==> src/sv/hsfb_pkg.sv <==
// ----------------------------------------------------------------------------
// hsfb_pkg
// Shared codes, constants and types for the half/single float byte converter.
// ----------------------------------------------------------------------------
package hsfb_pkg;

  localparam logic [1:0] REQ_DEC_F32 = 2'd0;
  localparam logic [1:0] REQ_ENC_F32 = 2'd1;
  localparam logic [1:0] REQ_DEC_F16 = 2'd2;
  localparam logic [1:0] REQ_ENC_F16 = 2'd3;

  localparam logic [2:0] CNT_NONE = 3'd0;
  localparam logic [2:0] CNT_F16  = 3'd2;
  localparam logic [2:0] CNT_F32  = 3'd4;

  localparam logic [4:0] HALF_EXP_MAX = 5'h1F;
  localparam logic [7:0] F32_EXP_MAX  = 8'hFF;
  // half exponent of 1 rebiased to single
  localparam logic [7:0] SUB_EXP_BASE = 8'd113;
  localparam logic [7:0] EXP_REBIAS   = 8'd112;

  // stage 1 to stage 2 bundle
  typedef struct packed {
    logic [1:0]  req;
    logic        sign;
    logic [4:0]  hexp;
    logic [9:0]  hman;
    logic [31:0] word;
  } s1_t;

  // stage 2 to stage 3 bundle
  typedef struct packed {
    logic [1:0]  req;
    logic [31:0] res;
  } s2_t;

endpackage

==> src/sv/half_single_float_byte_converter_core.sv <==
// Throughput: one beat per cycle unless the output stalls; three register
// stages, each with valid bit. A stall on the output holds stage 3, and a
// full stage waits only while the next one is held; empty stages refill.
// Reset clears all stage valid bits and big_endian to 0.
// ----------------------------------------------------------------------------
// half_single_float_byte_converter_core
// Byte order and binary16/binary32 conversion, three stage pipeline.
// ----------------------------------------------------------------------------
module half_single_float_byte_converter_core (
  input  logic        clk_i,
  input  logic        rst_ni,
  input  logic        cfg_we_i,
  input  logic        cfg_wdata_i,
  input  logic        in_valid_i,
  output logic        in_stall_o,
  input  logic [1:0]  req_type_i,
  input  logic [31:0] data_in_i,
  output logic        out_valid_o,
  input  logic        out_stall_i,
  output logic [31:0] data_out_o,
  output logic [2:0]  byte_count_o
);

  logic big_endian_q;
  logic v1_q, v2_q, v3_q;
  logic en1, en2, en3;
  hsfb_pkg::s1_t s1_d, s1_q;
  hsfb_pkg::s2_t s2_d, s2_q;
  logic [31:0] res3_d, res3_q;
  logic [2:0]  cnt3_d, cnt3_q;

  // stage enables: a stage loads when it is empty or moves on
  assign en3 = !v3_q || !out_stall_i;
  assign en2 = !v2_q || en3;
  assign en1 = !v1_q || en2;
  assign in_stall_o = !en1;

  // config register
  always_ff @(posedge clk_i or negedge rst_ni) begin
    if (!rst_ni) begin
      big_endian_q <= 1'b0;
    end else if (cfg_we_i) begin
      big_endian_q <= cfg_wdata_i;
    end
  end

  // valid bits
  always_ff @(posedge clk_i or negedge rst_ni) begin
    if (!rst_ni) begin
      v1_q <= 1'b0;
      v2_q <= 1'b0;
      v3_q <= 1'b0;
    end else begin
      if (en1) v1_q <= in_valid_i;
      if (en2) v2_q <= v1_q;
      if (en3) v3_q <= v2_q;
    end
  end

  // stage 1: input byte order, split half fields
  always_comb begin
    logic [31:0] w;
    logic [15:0] h;
    w = big_endian_q ? {data_in_i[7:0], data_in_i[15:8], data_in_i[23:16],
                        data_in_i[31:24]} : data_in_i;
    h = big_endian_q ? {data_in_i[7:0], data_in_i[15:8]} : data_in_i[15:0];
    s1_d.req  = req_type_i;
    s1_d.word = (req_type_i == hsfb_pkg::REQ_ENC_F16) ? data_in_i : w;
    s1_d.sign = h[15];
    s1_d.hexp = h[14:10];
    s1_d.hman = h[9:0];
  end

  // stage 2: conversions
  always_comb begin
    logic [9:0]  m;
    logic [3:0]  lz;
    logic [7:0]  e;
    logic [15:0] hr;
    logic [8:0]  fe;
    m  = s1_q.hman;
    lz = 4'd0;
    e  = 8'd0;
    hr = 16'd0;
    fe = {1'b0, s1_q.word[30:23]};
    for (int i = 0; i < 10; i++) begin
      if (m[9 - i] && lz == 4'd0 && (m >> (10 - i)) == 10'd0) lz = 4'(i + 1);
    end
    s2_d.req = s1_q.req;
    s2_d.res = s1_q.word;
    if (s1_q.req == hsfb_pkg::REQ_DEC_F16) begin
      if (s1_q.hexp == 5'd0) begin
        if (m == 10'd0) begin
          s2_d.res = {s1_q.sign, 31'd0};
        end else begin
          e = hsfb_pkg::SUB_EXP_BASE - 8'(lz);
          s2_d.res = {s1_q.sign, e, 10'(m << lz), 13'd0};
        end
      end else if (s1_q.hexp == hsfb_pkg::HALF_EXP_MAX) begin
        s2_d.res = {s1_q.sign, hsfb_pkg::F32_EXP_MAX, m, 13'd0};
      end else begin
        s2_d.res = {s1_q.sign, 8'(s1_q.hexp) + hsfb_pkg::EXP_REBIAS, m, 13'd0};
      end
    end else if (s1_q.req == hsfb_pkg::REQ_ENC_F16) begin
      if (fe <= 9'(hsfb_pkg::EXP_REBIAS)) begin
        hr = {s1_q.word[31], 15'd0};
      end else if (fe >= 9'(hsfb_pkg::EXP_REBIAS) + 9'(hsfb_pkg::HALF_EXP_MAX)) begin
        hr = {s1_q.word[31], hsfb_pkg::HALF_EXP_MAX, 10'd0};
      end else begin
        hr = {s1_q.word[31], 5'(fe - 9'(hsfb_pkg::EXP_REBIAS)), s1_q.word[22:13]};
      end
      s2_d.res = {16'd0, hr};
    end
  end

  // stage 3: output byte order of half results, and byte count
  always_comb begin
    res3_d = s2_q.res;
    cnt3_d = hsfb_pkg::CNT_NONE;
    case (s2_q.req)
      hsfb_pkg::REQ_ENC_F32: cnt3_d = hsfb_pkg::CNT_F32;
      hsfb_pkg::REQ_ENC_F16: begin
        cnt3_d = hsfb_pkg::CNT_F16;
        if (big_endian_q) res3_d = {16'd0, s2_q.res[7:0], s2_q.res[15:8]};
      end
      default: cnt3_d = hsfb_pkg::CNT_NONE;
    endcase
  end

  // payload registers
  always_ff @(posedge clk_i) begin
    if (en1) s1_q <= s1_d;
    if (en2) s2_q <= s2_d;
    if (en3) begin
      res3_q <= res3_d;
      cnt3_q <= cnt3_d;
    end
  end

  assign out_valid_o  = v3_q;
  assign data_out_o   = res3_q;
  assign byte_count_o = cnt3_q;

endmodule

==> config.mk <==
export PLATFORM = sky130hd
export DESIGN_NAME = half_single_float_byte_converter_core
export DESIGN_NICKNAME = d
export VERILOG_FILES = /design/src/sv/hsfb_pkg.sv /design/src/sv/half_single_float_byte_converter_core.sv
export SDC_FILE = /design/constraint.sdc
export NUM_CORES = 1
export LEC_CHECK = 0
export BUFFER_PORTS_ARGS = -buffer_cell sky130_fd_sc_hd__buf_2
export CAP_MARGIN = 40
export CORE_ASPECT_RATIO = 0.7
export CORE_MARGIN = 10
export CORE_UTILIZATION = 43
export DETAILED_ROUTE_END_ITERATION = 16
export SLEW_MARGIN = 20
export SYNTH_ARGS = -nofsm -noshare
export SYNTH_HDL_FRONTEND = slang
export SYNTH_SLANG_ARGS = --single-unit
==> constraint.sdc <==
create_clock -name clk_i -period 2.8 [get_ports clk_i]
set_input_delay 0.42 -clock clk_i [delete_from_list [all_inputs] [get_ports clk_i]]
set_output_delay 0.42 -clock clk_i [all_outputs]
set_load 0.005 [all_outputs]
==> flow_summary_export.csv <==
group,metric,value,unit
cells_and_area,antenna_cells,0,
die,initial_core_util,43.7,%
cells_and_area,nets,531,
hold_path,hold_depth,2,
power,p_sw,1.44,mW
cts,post_cts_resized,0,
route,wirelength,14200,um
cts,cts_tree,"yes",
power,seqPwrFrac,46.1,%
setup_path,r2r_cells,8,
power,power_leakage,2.61,nW
power,power.ir.vdd_worst,0.469,mV
yosys,synth.cell_area,5700,um^2
sta,fmax,421,MHz
sta,finalSetupViolCount,0,
grt,grt_use_total,15.9,%
yosys,yosysTopAreaCell,"edfxtp_1",
yosys,synth_area_leaders,"edfxtp_1 62%, mux2_2 13%, and2_1 2.0%, a22o_1 1.8%, dfrtp_1 1.8%",
route,vias_per_cell,5.56,
setup_path,critical_path_arrival,2.52,ns
yosys,synth_top_area_share,62.2,%
hold_path,hp-class,"in -> reg",
cells_and_area,layout-drive-gt1-share,38.2,%
yosys,synth_area_per_cell,14.1,um^2
cts,hold_buffers,1,
route,drt_pass1_iterations,5,
power,swShare,26.2,%
setup_path,cp.required,2.95,ns
route,drc,0,
cells_and_area,stdcell_count,669,
placement,preCtsSetupSlack,0.441,ns
setup_path,worstSetupPathType,"reg -> reg",
die,core_area,13100,um^2
die,die_h,116,um
sta,finalHoldViolations,0,
cts,cts_setup_buffers,0,
grt,grt_pass1_wl,21700,um
cells_and_area,final_area,6900,um^2
power,p_per_area,793,nW/um^2
yosys,ys_seq_area_share,63.9,%
sta,tns,0,ns
cts,clock-sinks,122,
power,combinationalPowerShare,14.4,%
placement,dpl_cell_area,6300,um^2
cts,cts.path.max_buffers,2,
cells_and_area,multiInputGateArea,1920,um^2
power,power.internal,4.04,mW
grt,grt_pass1_vias,3648,
setup_path,cp-start-kind,"register",
cts,insertion_delay,0.42,ns
cts,numCtsBuffers,17,
power,total_power,5.47,mW
cts,clkTransAtPathRegs,0.06,ns
placement,io_buffer_count,75,
cts,cts_root_buf,"clkbuf_16",
sta,layout_setup_ws,0.425,ns
placement,gp_congestion,0.868,
yosys,async_flop_share,3.28,%
grt,grt_max_degree,37,
route,wl_per_cell,21.2,um
yosys,synth_cells,403,
sta,post-route-period-util,84.8,%
run_status,status,"finished clean",
yosys,ys_ff_latch,122,
die,fp-row-count,35,
cells_and_area,utilization,52.9,%
sta,rsz0062_at_grt,"no",
die,boundaryPins,77,
setup_path,cp-end-kind,"register",
yosys,syn_nets,444,
die,die_width,158,um
cts,htree_levels,4,
cells_and_area,seqCellArea,3640,um^2
cells_and_area,fill_cells,1101,
route,ant_nets,0,
sta,period_needed,2.38,ns
power,clock_power_share,39.5,%
grt,overflow,0,
sta,slew-limit-headroom,55.2,%
sta,fin_skew,0.00880,ns
sta,slew_violations,0,
cells_and_area,layout_common_cells,"118 x edfxtp_1, 75 x buf_2, 65 x mux2_2, 18 x and2_1, 17 x clkbuf_16",
yosys,synth_cell_type_count,54,
die,fp.dieArea,18300,um^2
placement,dp_cells,636,
cells_and_area,layout_commonest_cell,"edfxtp_1",
sta,holdWs,0.193,ns
route,vias,3719,
yosys,synth_edf_count,118,
sta,tightest_slew,0.666,ns
yosys,ys.flop_type,"edfxtp_1",
job,drv_cap,0,
cells_and_area,area_growth,21.1,%
route,first_iter_violations,270,
grt,antenna_found_initial,0,
placement,dp_hpwl,10400,um
yosys,ys_warn_count,0,
setup_path,worstPathMaxFanout,15,
[sequential cells by signal, indices dropped and copies added, names as in the netlist]
| register | cells |
|---|---|
| big_endian_q | 1 |
| s1_q | 50 |
| v2_q | 1 |
| s2_q | 34 |
| byte_count_o | 2 |
| data_out_o | 32 |
| v1_q | 1 |
| out_valid_o | 1 |
[power by group through the flow]
stage                     logic (mW)  clock network [mW]  registers, mW
after CTS                      0.791                2.19           2.52
after global placement         0.797                   0           2.55
after global routing           0.869                2.29           2.55
after floorplan                0.512                   0           2.48
after detailed placement       0.783                   0           2.56
final                          0.789                2.16           2.52
[routing by layer]
metal,up-vias,routed length (um),GRT usage [%]
li1,1781,-,-
met1,1779,7290,24.0
met2,143,5560,20.7
met3,16,1170,5.26
met4,0,167,4.97
met5,-,0,0
[cells in the mapped netlist, types with 2 or more instances]
cell type	count
nand4_1	9
a2111o_1	2
inv_1	8
nor4_1	6
nor3_2	2
and2_1	18
nor2b_1	7
or3_1	3
a22o_1	12
a21oi_1	15
o211ai_1	4
dfrtp_1	4
a221oi_1	2
o21ai_0	13
a22oi_1	5
o31ai_1	2
o2bb2ai_1	8
nand3_1	6
buf_2	3
nand2b_1	5
o41ai_1	2
o22ai_1	4
edfxtp_1	118
a211oi_1	3
mux2i_1	3
mux2_2	65
buf_1	2
nor3_1	5
nor2_1	16
nand2_1	8
a31oi_1	5
clkbuf_1	16
[layout make-up]
class | count | share of cell area, %
well taps | 166 | 3.01
clock inverters | 14 | 2.36
clock buffers | 18 | 6.22
multi-input cells | 248 | 27.8
flip-flops and latches | 122 | 52.8
repair buffers | 91 | 7.22
inverters | 10 | 0.544
[cells by family (layout without fill, tap and decap cells)]
kind of cell	count (synthesis)	after routing	share of synthesized area, %
flip-flops	122	122	63.9
AND/OR/NAND/NOR	90	90	8.83
AO/OA/AOI/OAI	88	88	11.2
multiplexers	68	68	13.4
other	1	1	0.0658
buffers and inverters	33	133	2.44
adder cells (fa/ha/maj)	1	1	0.220
[worst max-delay path, cell delays in order, from the launching register on]
cell	delay (ns)
edfxtp_1	0.63
or3_1	0.51
nor2_1	0.22
inv_1	0.15
ha_1	0.21
nand4_1	0.06
o21ai_0	0.09
a21oi_1	0.15
o2bb2ai_1	0.08
[worst paths after layout]
check / startpoint / endpoint / slack (ns)
hold / removal: in_valid_i / v1_q / 0.19
hold reg to reg: v1_q / v2_q / 0.47
max in group asynchronous: rst_ni / out_valid_o / 2.35
min in group asynchronous: rst_ni / v1_q / 0.34
setup reg to reg: s1_q[41] / s2_q[26] / 0.42
setup / recovery: s1_q[41] / s2_q[26] / 0.42
(Power assumes the default switching activity.)
